[src/ocfp_pkg.sv]
// Shared types and constants for the occupancy cell from pixel block.
// Used by the top level, the pipelined divider and the port checker.
package ocfp_pkg;

  localparam int QUANTUM_BITS_DEF = 16;
  localparam int MAX_SIDE_DEF     = 16384;

  localparam int QTY_W   = 16;
  localparam int COORD_W = 14;
  localparam int TH_W    = 16;
  localparam int SIDE_RW = 15;
  localparam int MODE_W  = 2;
  localparam int CELL_W  = 8;
  localparam int IDX_W   = 28;
  localparam int SUM_W   = QTY_W + 2;
  localparam int PRD_W   = SUM_W + TH_W;
  localparam int QUO_W   = 7;
  localparam int DVD_W   = PRD_W + QUO_W;
  localparam int DVS_W   = PRD_W;
  localparam int ADDR_W  = 5;
  localparam int APB_W   = 32;

  typedef enum logic [MODE_W-1:0] {
    MODE_TRINARY = 2'd0,
    MODE_SCALE   = 2'd1,
    MODE_RAW     = 2'd2
  } map_mode_t;

  localparam logic [2:0] REG_MAP_MODE  = 3'd0;
  localparam logic [2:0] REG_NEGATE    = 3'd1;
  localparam logic [2:0] REG_HAS_ALPHA = 3'd2;
  localparam logic [2:0] REG_FREE_TH   = 3'd3;
  localparam logic [2:0] REG_OCC_TH    = 3'd4;
  localparam logic [2:0] REG_WIDTH     = 3'd5;
  localparam logic [2:0] REG_HEIGHT    = 3'd6;

  localparam logic [TH_W-1:0] FREE_TH_RST = 16'd12780;
  localparam logic [TH_W-1:0] OCC_TH_RST  = 16'd42598;

  localparam logic [CELL_W-1:0] CELL_UNKNOWN = 8'hFF;
  localparam logic [CELL_W-1:0] CELL_FREE    = 8'd0;
  localparam logic [CELL_W-1:0] CELL_OCC     = 8'd100;

  localparam int PCT        = 100;
  localparam int RAW_SCALE2 = 510;
  localparam int RAW_LIM2   = 202;

  typedef struct packed {
    logic              use_div;
    logic              is_scale;
    logic [CELL_W-1:0] cell_val;
    logic [IDX_W-1:0]  idx;
  } cell_tag_t;

endpackage

[src/ocfp_div.sv]
// Pipelined restoring divider, one quotient bit per register stage.
// Depends on ocfp_pkg for widths and the sideband tag type.
module ocfp_div (
  input  logic                       clk,
  input  logic                       rst,
  input  logic                       en,
  input  logic                       in_valid,
  input  logic [ocfp_pkg::DVD_W-1:0] in_dvd,
  input  logic [ocfp_pkg::DVS_W-1:0] in_dvs,
  input  ocfp_pkg::cell_tag_t        in_tag,
  output logic                       out_valid,
  output logic [ocfp_pkg::QUO_W-1:0] out_quo,
  output logic [ocfp_pkg::DVD_W-1:0] out_rem,
  output logic [ocfp_pkg::DVS_W-1:0] out_dvs,
  output ocfp_pkg::cell_tag_t        out_tag
);
  import ocfp_pkg::*;

  logic             stg_vld [QUO_W];
  logic [DVD_W-1:0] stg_rem [QUO_W];
  logic [QUO_W-1:0] stg_quo [QUO_W];
  logic [DVS_W-1:0] stg_dvs [QUO_W];
  cell_tag_t        stg_tag [QUO_W];

  for (genvar s = 0; s < QUO_W; s++) begin : g_stage
    localparam int B = QUO_W - 1 - s;
    logic             vin;
    logic [DVD_W-1:0] rin;
    logic [QUO_W-1:0] qin;
    logic [DVS_W-1:0] din;
    cell_tag_t        tin;
    logic [DVD_W:0]   trial;
    logic             ge;

    if (s == 0) begin : g_first
      assign vin = in_valid;
      assign rin = in_dvd;
      assign qin = '0;
      assign din = in_dvs;
      assign tin = in_tag;
    end else begin : g_next
      assign vin = stg_vld[s-1];
      assign rin = stg_rem[s-1];
      assign qin = stg_quo[s-1];
      assign din = stg_dvs[s-1];
      assign tin = stg_tag[s-1];
    end

    assign trial = {1'b0, rin} - ((DVD_W+1)'(din) << B);
    assign ge    = ~trial[DVD_W];

    always_ff @(posedge clk) begin
      if (rst) begin
        stg_vld[s] <= 1'b0;
      end else if (en) begin
        stg_vld[s] <= vin;
      end
    end

    always_ff @(posedge clk) begin
      if (en) begin
        stg_rem[s] <= ge ? trial[DVD_W-1:0] : rin;
        stg_quo[s] <= qin | (QUO_W'(ge) << B);
        stg_dvs[s] <= din;
        stg_tag[s] <= tin;
      end
    end
  end

  assign out_valid = stg_vld[QUO_W-1];
  assign out_quo   = stg_quo[QUO_W-1];
  assign out_rem   = stg_rem[QUO_W-1];
  assign out_dvs   = stg_dvs[QUO_W-1];
  assign out_tag   = stg_tag[QUO_W-1];

endmodule

[src/occupancy_cell_from_pixel_top.sv]
// Top level of the occupancy cell from pixel block: APB registers and the cell pipeline.
// Depends on ocfp_pkg and instantiates the pipelined divider ocfp_div.

// One pixel beat is accepted per clock unless the output stalls; its cell passes four
// stages of saturation, sums, threshold products and operand selection, seven stages
// of the divider that interpolates in scale mode and rounds in raw mode, and the
// rounding and output register. The whole pipeline holds while an output beat waits,
// so s_axis_tready follows m_axis_tready once the output register is full. Registers
// are to be written only while no pixel is in flight; the block does not enforce it.
module occupancy_cell_from_pixel_top #(
  parameter int QUANTUM_BITS = ocfp_pkg::QUANTUM_BITS_DEF,
  parameter int MAX_SIDE     = ocfp_pkg::MAX_SIDE_DEF
) (
  input  logic                        clk,
  input  logic                        rst,
  input  logic                        s_axis_tvalid,
  output logic                        s_axis_tready,
  // red, green, blue, opacity (16 bits each), col, row (14 bits each), zero pad
  input  logic [95:0]                 s_axis_tdata,
  output logic                        m_axis_tvalid,
  input  logic                        m_axis_tready,
  // cell_res (8 bits, signed), cell_index (28 bits), zero pad
  output logic [39:0]                 m_axis_tdata,
  input  logic                        psel,
  input  logic                        penable,
  input  logic                        pwrite,
  input  logic [ocfp_pkg::ADDR_W-1:0] paddr,
  input  logic [ocfp_pkg::APB_W-1:0]  pwdata,
  output logic [ocfp_pkg::APB_W-1:0]  prdata,
  output logic                        pready
);
  import ocfp_pkg::*;

  localparam int SIDE_W = $clog2(MAX_SIDE + 1);
  localparam logic [QTY_W-1:0] QMAX = QTY_W'((32'd1 << QUANTUM_BITS) - 32'd1);
  localparam logic [SUM_W-1:0] DEN3 = SUM_W'(3 * ((32'd1 << QUANTUM_BITS) - 32'd1));
  localparam logic [SUM_W-1:0] DEN4 = SUM_W'(4 * ((32'd1 << QUANTUM_BITS) - 32'd1));

  logic [MODE_W-1:0]  map_mode;
  logic               negate_shade;
  logic               has_alpha;
  logic [TH_W-1:0]    free_threshold;
  logic [TH_W-1:0]    occupied_threshold;
  logic [SIDE_RW-1:0] map_width;
  logic [SIDE_RW-1:0] map_height;

  logic en;
  logic cfg_wr;

  assign pready = 1'b1;
  assign cfg_wr = psel && penable && pwrite && pready;

  always_ff @(posedge clk) begin
    if (rst) begin
      map_mode           <= MODE_TRINARY;
      negate_shade       <= 1'b0;
      has_alpha          <= 1'b0;
      free_threshold     <= FREE_TH_RST;
      occupied_threshold <= OCC_TH_RST;
      map_width          <= SIDE_RW'(1);
      map_height         <= SIDE_RW'(1);
    end else if (cfg_wr) begin
      case (paddr[4:2])
        REG_MAP_MODE:  map_mode           <= pwdata[MODE_W-1:0];
        REG_NEGATE:    negate_shade       <= pwdata[0];
        REG_HAS_ALPHA: has_alpha          <= pwdata[0];
        REG_FREE_TH:   free_threshold     <= pwdata[TH_W-1:0];
        REG_OCC_TH:    occupied_threshold <= pwdata[TH_W-1:0];
        REG_WIDTH:     map_width          <= pwdata[SIDE_RW-1:0];
        REG_HEIGHT:    map_height         <= pwdata[SIDE_RW-1:0];
        default:       ;
      endcase
    end
  end

  always_comb begin
    case (paddr[4:2])
      REG_MAP_MODE:  prdata = APB_W'(map_mode);
      REG_NEGATE:    prdata = APB_W'(negate_shade);
      REG_HAS_ALPHA: prdata = APB_W'(has_alpha);
      REG_FREE_TH:   prdata = APB_W'(free_threshold);
      REG_OCC_TH:    prdata = APB_W'(occupied_threshold);
      REG_WIDTH:     prdata = APB_W'(map_width);
      REG_HEIGHT:    prdata = APB_W'(map_height);
      default:       prdata = '0;
    endcase
  end

  assign en            = !m_axis_tvalid || m_axis_tready;
  assign s_axis_tready = en;

  // Stage 1: saturate the quanta, sum the channels and start the row flip.
  logic [QTY_W-1:0]  in_red, in_green, in_blue, in_op;
  logic [QTY_W-1:0]  r_sat, g_sat, b_sat, op_sat;
  logic [COORD_W-1:0] in_col, in_row;
  logic [SIDE_W-1:0] w_sat, h_sat;
  logic              alpha4;
  logic [SUM_W-1:0]  sum1;

  assign in_red   = s_axis_tdata[15:0];
  assign in_green = s_axis_tdata[31:16];
  assign in_blue  = s_axis_tdata[47:32];
  assign in_op    = s_axis_tdata[63:48];
  assign in_col   = s_axis_tdata[77:64];
  assign in_row   = s_axis_tdata[91:78];

  assign r_sat  = (in_red > QMAX) ? QMAX : in_red;
  assign g_sat  = (in_green > QMAX) ? QMAX : in_green;
  assign b_sat  = (in_blue > QMAX) ? QMAX : in_blue;
  assign op_sat = (in_op > QMAX) ? QMAX : in_op;

  assign w_sat = (32'(map_width) > 32'(MAX_SIDE)) ? SIDE_W'(MAX_SIDE) : SIDE_W'(map_width);
  assign h_sat = (32'(map_height) > 32'(MAX_SIDE)) ? SIDE_W'(MAX_SIDE) : SIDE_W'(map_height);

  assign alpha4 = (map_mode == MODE_TRINARY) && has_alpha;
  assign sum1   = SUM_W'(r_sat) + SUM_W'(g_sat) + SUM_W'(b_sat)
                + (alpha4 ? SUM_W'(QMAX - op_sat) : SUM_W'(0));

  logic               s1_vld;
  logic [SUM_W-1:0]   s1_sum;
  logic [SUM_W-1:0]   s1_den;
  logic               s1_opz;
  logic [IDX_W-1:0]   s1_rowd;
  logic [COORD_W-1:0] s1_col;

  always_ff @(posedge clk) begin
    if (rst) begin
      s1_vld <= 1'b0;
    end else if (en) begin
      s1_vld <= s_axis_tvalid;
    end
  end

  always_ff @(posedge clk) begin
    if (en) begin
      s1_sum  <= sum1;
      s1_den  <= alpha4 ? DEN4 : DEN3;
      s1_opz  <= (op_sat == '0);
      s1_rowd <= IDX_W'(h_sat) - IDX_W'(1) - IDX_W'(in_row);
      s1_col  <= in_col;
    end
  end

  // Stage 2: occupancy numerator and the threshold products.
  logic               s2_vld;
  logic [SUM_W-1:0]   s2_occ;
  logic [SUM_W-1:0]   s2_den;
  logic [PRD_W-1:0]   s2_hi;
  logic [PRD_W-1:0]   s2_lo;
  logic [PRD_W-1:0]   s2_span;
  logic               s2_thr_ok;
  logic [DVD_W-1:0]   s2_raw;
  logic [DVD_W-1:0]   s2_raw_lim;
  logic               s2_opz;
  logic [IDX_W-1:0]   s2_idx;
  logic [COORD_W-1:0] s2_col;

  always_ff @(posedge clk) begin
    if (rst) begin
      s2_vld <= 1'b0;
    end else if (en) begin
      s2_vld <= s1_vld;
    end
  end

  always_ff @(posedge clk) begin
    if (en) begin
      s2_occ     <= negate_shade ? s1_sum : s1_den - s1_sum;
      s2_den     <= s1_den;
      s2_hi      <= PRD_W'(occupied_threshold) * PRD_W'(s1_den);
      s2_lo      <= PRD_W'(free_threshold) * PRD_W'(s1_den);
      s2_span    <= PRD_W'(occupied_threshold - free_threshold) * PRD_W'(s1_den);
      s2_thr_ok  <= occupied_threshold > free_threshold;
      s2_raw     <= DVD_W'(s1_sum) * DVD_W'(RAW_SCALE2) + DVD_W'(s1_den);
      s2_raw_lim <= DVD_W'(s1_den) * DVD_W'(RAW_LIM2);
      s2_opz     <= s1_opz;
      s2_idx     <= IDX_W'(IDX_W'(w_sat) * s1_rowd);
      s2_col     <= s1_col;
    end
  end

  // Stage 3: threshold compares and the mode decision.
  logic [PRD_W-1:0] lhs3;
  logic             hit_occ, hit_free, raw_big;
  cell_tag_t        tag3;

  assign lhs3     = {s2_occ, {TH_W{1'b0}}};
  assign hit_occ  = s2_hi < lhs3;
  assign hit_free = lhs3 < s2_lo;
  assign raw_big  = s2_raw >= s2_raw_lim;

  always_comb begin
    tag3.use_div  = 1'b0;
    tag3.is_scale = 1'b0;
    tag3.cell_val = CELL_UNKNOWN;
    tag3.idx      = s2_idx + IDX_W'(s2_col);
    case (map_mode)
      MODE_TRINARY: begin
        if (hit_occ) begin
          tag3.cell_val = CELL_OCC;
        end else if (hit_free) begin
          tag3.cell_val = CELL_FREE;
        end
      end
      MODE_SCALE: begin
        if (!s2_opz) begin
          tag3.cell_val = CELL_UNKNOWN;
        end else if (hit_occ) begin
          tag3.cell_val = CELL_OCC;
        end else if (hit_free) begin
          tag3.cell_val = CELL_FREE;
        end else if (!s2_thr_ok) begin
          tag3.cell_val = CELL_FREE;
        end else begin
          tag3.use_div  = 1'b1;
          tag3.is_scale = 1'b1;
        end
      end
      MODE_RAW: begin
        if (!raw_big) begin
          tag3.use_div = 1'b1;
        end
      end
      default: tag3.cell_val = CELL_UNKNOWN;
    endcase
  end

  logic             s3_vld;
  logic [PRD_W-1:0] s3_num;
  logic [DVD_W-1:0] s3_raw;
  logic [DVS_W-1:0] s3_dvs;
  cell_tag_t        s3_tag;

  always_ff @(posedge clk) begin
    if (rst) begin
      s3_vld <= 1'b0;
    end else if (en) begin
      s3_vld <= s2_vld;
    end
  end

  always_ff @(posedge clk) begin
    if (en) begin
      s3_num <= lhs3 - s2_lo;
      s3_raw <= s2_raw;
      s3_dvs <= tag3.is_scale ? s2_span : DVS_W'({s2_den, 1'b0});
      s3_tag <= tag3;
    end
  end

  // Stage 4: dividend for the divider.
  logic             s4_vld;
  logic [DVD_W-1:0] s4_dvd;
  logic [DVS_W-1:0] s4_dvs;
  cell_tag_t        s4_tag;

  always_ff @(posedge clk) begin
    if (rst) begin
      s4_vld <= 1'b0;
    end else if (en) begin
      s4_vld <= s3_vld;
    end
  end

  always_ff @(posedge clk) begin
    if (en) begin
      s4_dvd <= s3_tag.is_scale ? DVD_W'(s3_num) * DVD_W'(PCT) : s3_raw;
      s4_dvs <= s3_dvs;
      s4_tag <= s3_tag;
    end
  end

  logic             dv_vld;
  logic [QUO_W-1:0] dv_quo;
  logic [DVD_W-1:0] dv_rem;
  logic [DVS_W-1:0] dv_dvs;
  cell_tag_t        dv_tag;

  ocfp_div u_div (
    .clk       (clk),
    .rst       (rst),
    .en        (en),
    .in_valid  (s4_vld),
    .in_dvd    (s4_dvd),
    .in_dvs    (s4_dvs),
    .in_tag    (s4_tag),
    .out_valid (dv_vld),
    .out_quo   (dv_quo),
    .out_rem   (dv_rem),
    .out_dvs   (dv_dvs),
    .out_tag   (dv_tag)
  );

  // Output stage: round half to even in scale mode and clamp.
  logic [DVD_W:0]    rem2;
  logic              rnd_up;
  logic [QUO_W:0]    q_rnd;
  logic [CELL_W-1:0] cell_div;
  logic [CELL_W-1:0] cell_res;
  logic [IDX_W-1:0]  cell_index;

  assign rem2   = {dv_rem, 1'b0};
  assign rnd_up = dv_tag.is_scale
               && ((rem2 > (DVD_W+1)'(dv_dvs))
               || ((rem2 == (DVD_W+1)'(dv_dvs)) && dv_quo[0]));
  assign q_rnd    = (QUO_W+1)'(dv_quo) + (QUO_W+1)'(rnd_up);
  assign cell_div = (q_rnd > (QUO_W+1)'(PCT)) ? CELL_OCC : CELL_W'(q_rnd);

  always_ff @(posedge clk) begin
    if (rst) begin
      m_axis_tvalid <= 1'b0;
    end else if (en) begin
      m_axis_tvalid <= dv_vld;
    end
  end

  always_ff @(posedge clk) begin
    if (en) begin
      cell_res   <= dv_tag.use_div ? cell_div : dv_tag.cell_val;
      cell_index <= dv_tag.idx;
    end
  end

  assign m_axis_tdata = {4'b0, cell_index, cell_res};

endmodule

[config.mk]
export PLATFORM = sky130hd
export DESIGN_NAME = occupancy_cell_from_pixel_top
export DESIGN_NICKNAME = d
export VERILOG_FILES = /design/src/ocfp_pkg.sv /design/src/ocfp_div.sv /design/src/occupancy_cell_from_pixel_top.sv
export SDC_FILE = /design/constraint.sdc
export NUM_CORES = 2
export LEC_CHECK = 0
export BUFFER_PORTS_ARGS = -buffer_cell sky130_fd_sc_hd__buf_2
export CAP_MARGIN = 20
export CORE_MARGIN = 3
export CORE_UTILIZATION = 40
export CTS_CLUSTER_DIAMETER = 50
export CTS_CLUSTER_SIZE = 40
export DETAILED_ROUTE_END_ITERATION = 6
export PLACE_DENSITY = 0.66
export SLEW_MARGIN = 20
export SYNTH_ARGS = -nofsm -noshare
export SYNTH_HDL_FRONTEND = slang
export SYNTH_HIERARCHICAL = 1
export SYNTH_SLANG_ARGS = --single-unit
[constraint.sdc]
create_clock -name clk -period 121.3 [get_ports clk]
set_clock_uncertainty 0.05 [all_clocks]
set_input_delay 12.13 -clock clk [delete_from_list [all_inputs] [get_ports clk]]
set_output_delay 12.13 -clock clk [all_outputs]
set_load 0.02 [all_outputs]
==> results.md <==
- Gate Count Post-Synth: 8,918
- Yosys synthesis warning count: 6
- Top_reg_cell synth: edfxtp_1
- TritonCTS buffer count: 149
- P&R area growth vs syn: 10.0%
- Pin count of the biggest net entering global routing: 172
- Clock-pin slew reported for the worst setup and hold paths after clock tree synthesis: 0.07 ns
- Final cycle utilization of the critical path: 0.217
- Number of enable-type register cells in the synthesized netlist: 1,328
- Number of buffers on the longest clock path: 3
- Vias per std cell: 5.06
- Crit end category: primary output
- Worst min-delay path class: flop to flop
- Drt first pass iters: 7
- Crit start category: primary input
- Register-to-Register Path Depth: 35
- Setup repair after global routing missed its margin: false
- Clock latency on the worst-skew pair: 0.79 ns
- Wire length of the first global-routing pass: 333,000 um
- Row cnt: 182
- Leading post-synthesis cells by instance count: inv_1, edfxtp_1, ha_1
- Post-Synthesis Mean Instance Area: 11.2 um^2
- Die extent in x: 505 um
- Status: complete, no violations
- Fin nets: 10,946
- Kind of critical path: primary input to primary output
- Routed vias: 63,474
- Share of cells above drive strength 1: 0.0659
- Number of global-route vias before repair: 64,909
- Post-placement cell count: 12,265
- Max-slew violations: 0
- Area enclosed by the die boundary: 255,000 um^2
- Final global-route overflow total: 0
- Synth top area cells: edfxtp_1, fa_1, ha_1, inv_1, xnor2_1
- Transition time at the pin with the least slew margin: 1.05 ns
- Post-CTS setup-driven buffer insertion count: 0
- GRT Resource Usage Total: 0.159
- Flip-flop and latch count after synthesis: 1,399
- Hold worst-path end: u_div/stg_tag[3][36]
- Pre-CTS WS: 95.08 ns
- Cells resized by post-CTS repair: 0
- Worst endpoint required time: 109.12 ns
- Quantity of I/O buffers inserted on ports: 171
- Slowest CP cell: nor2_1
- Post-detailed-routing wire length: 204,000 um
- Final cell count without fillers: 12,541
- CTS sink count: 1,399
- Number of cells on the worst hold path: 0
- Area inside the core boundary: 247,000 um^2
- Achievable clock frequency: 38.0 MHz
- Final Critical Period: 26.29 ns
- Design Area, Final: 109,000 um^2
- Most area-hungry cell type in the Yosys netlist: edfxtp_1
- CP cell instances: buf_2 -> inv_1 -> nor2_1 -> a22oi_1 -> nor2_1 -> a31oi_1 -> o21ai_0 -> buf_2
- Register-to-register setup slack: 110.48 ns
- Final setup viols: 0
- Final worst-path setup slack: 95.01 ns
- CP Launch Point: paddr[3]
- Hold-fix buffers at CTS: 0
- Start point of the worst min-delay path: u_div/stg_tag[2][36]
- H-tree levels: 4
- Fraction of synthesized cell area taken by the top area cell type: 0.401
- Drt drc: 0
- Antenna violations before repair: 9
- Library cell with the highest instance count after synthesis: inv_1
- TritonCTS clock tree: done
- Average wire per cell in the routed design: 16.3 um
- Estimated wirelength of the detail-placed design: 161,000 um
- Vert. Die Dim: 505 um
- Routability cong.: 0.935
- IO Pins: 215
- Startpoint of the most critical register-to-register path: occupied_threshold[0]
- Starting utilization of the core area: 0.404
- Mapped Area: 99,500 um^2
- Setup TNS Final: 0 ns
- Worst r2r dst: s2_span[30]
- DRT antenna net count: 0
- Max Cap Violations: 0
- Unique cell type count in the Yosys netlist: 97
- CTS Root Buffer Type: clkbuf_16
- Worst relative slew slack: 0.298
- Largest fanout on the critical path: 23
- Placed inst area: 104,000 um^2
- Sequential cell area fraction in the yosys report: 0.415
- Biggest cell delay along the critical path: 0.77 ns
- DRC marker count from the first detailed-route iteration: 3,781
- Hold Violations, Final: 0
- Share of synthesized flip-flops with an asynchronous set or reset: 0
- Arrival time at the worst endpoint: 14.11 ns
## sequential cells by signal, indices dropped and copies added, names as in the netlist, 27 cells and up
signal,flops
s4_tag,32
u_div/stg_quo,28
s3_tag,32
s3_num,34
s4_dvd,41
s2_span,34
s2_raw,27
s2_lo,34
u_div/stg_tag,266
s4_dvs,34
u_div/stg_rem,287
cell_index,28
s3_dvs,34
s2_idx,28
u_div/stg_dvs,238
s3_raw,28
## worst max-delay path by stage
stage | end | slack, ns
6_report | prdata[0] | 95.01
5_1_grt | prdata[0] | 94.86
4_1_cts | prdata[0] | 95.07
3_5_place_dp | prdata[0] | 95.08
3_3_place_gp | prdata[0] | 95.00
2_1_floorplan | s_axis_tready | 60.90
## metrics by stage
| step | hold slack, ns | util |
|---|---|---|
| 5_1_grt | 0.352 | 0.444 |
| 3_5_place_dp | 0.355 | 0.422 |
| 6_report | 0.355 | 0.444 |
| 4_1_cts | 0.354 | 0.444 |
| 3_3_place_gp | 0.350 | 0.422 |
| 2_1_floorplan | 0.350 | - |
## layout by cell type (no fill, tap or decap), types with 42 or more instances in the layout
cell type and count:
nand2_1 713, or3_1 42, fa_1 754, nand2b_1 73, nor2_1 419, clkbuf_16 149, buf_2 171, dfxtp_1 71
a21o_1 201, nor2b_1 80, xor2_1 179, and3_1 58, xnor2_1 331, a31oi_1 58, mux2_2 46, o21bai_1 56
edfxtp_1 1328, ha_1 948, buf_4 49, nand4_1 64, o21ai_0 387, a21oi_1 492, o21a_1 71, and2_1 159
inv_1 1457, nor3_1 91, nand3_1 112
## cells by family (layout without fill, tap and decap cells)
group	Yosys count	after routing	share of synthesized area
compound gates	1628	1628	0.103
xor+xnor	510	510	0.0449
fa+ha+maj	1702	1702	0.271
buf+inv	1666	1957	0.0643
flops	1399	1399	0.415
mux	84	84	0.00964
other cells	2	22	0.0000755
simple gates	1927	1927	0.0917
## worst max-delay path, delay by kind of cell
family,cells,cell delay [ns]
buffers and inverters,3,0.69
and+or+nand+nor,2,0.90
AOI/OAI and AO/OA,3,0.38
## layout make-up
class | instances | area, um^2
Antenna cell | 1 | 2.50
Clock buffer | 156 | 3750
Clock inverter | 119 | 1590
Fill cell | 22479 | 137000
Inverter | 1459 | 5480
Multi-Input combinational cell | 5872 | 51900
Sequential cell | 1399 | 41300
Tap cell | 3312 | 4140
Timing Repair Buffer | 223 | 1280
## routing by layer
layer | GRT usage | share of wire | wire [um]
met2 | 0.265 | 0.47 | 96100
met3 | 0.0219 | 0.044 | 8930
met5 | 0 | 0 | 0
met4 | 0.0483 | 0.028 | 5740
met1 | 0.216 | 0.46 | 93100
Power is not shown: default switching activity piles up to over one toggle a cycle in this logic, so the estimate is an artifact.
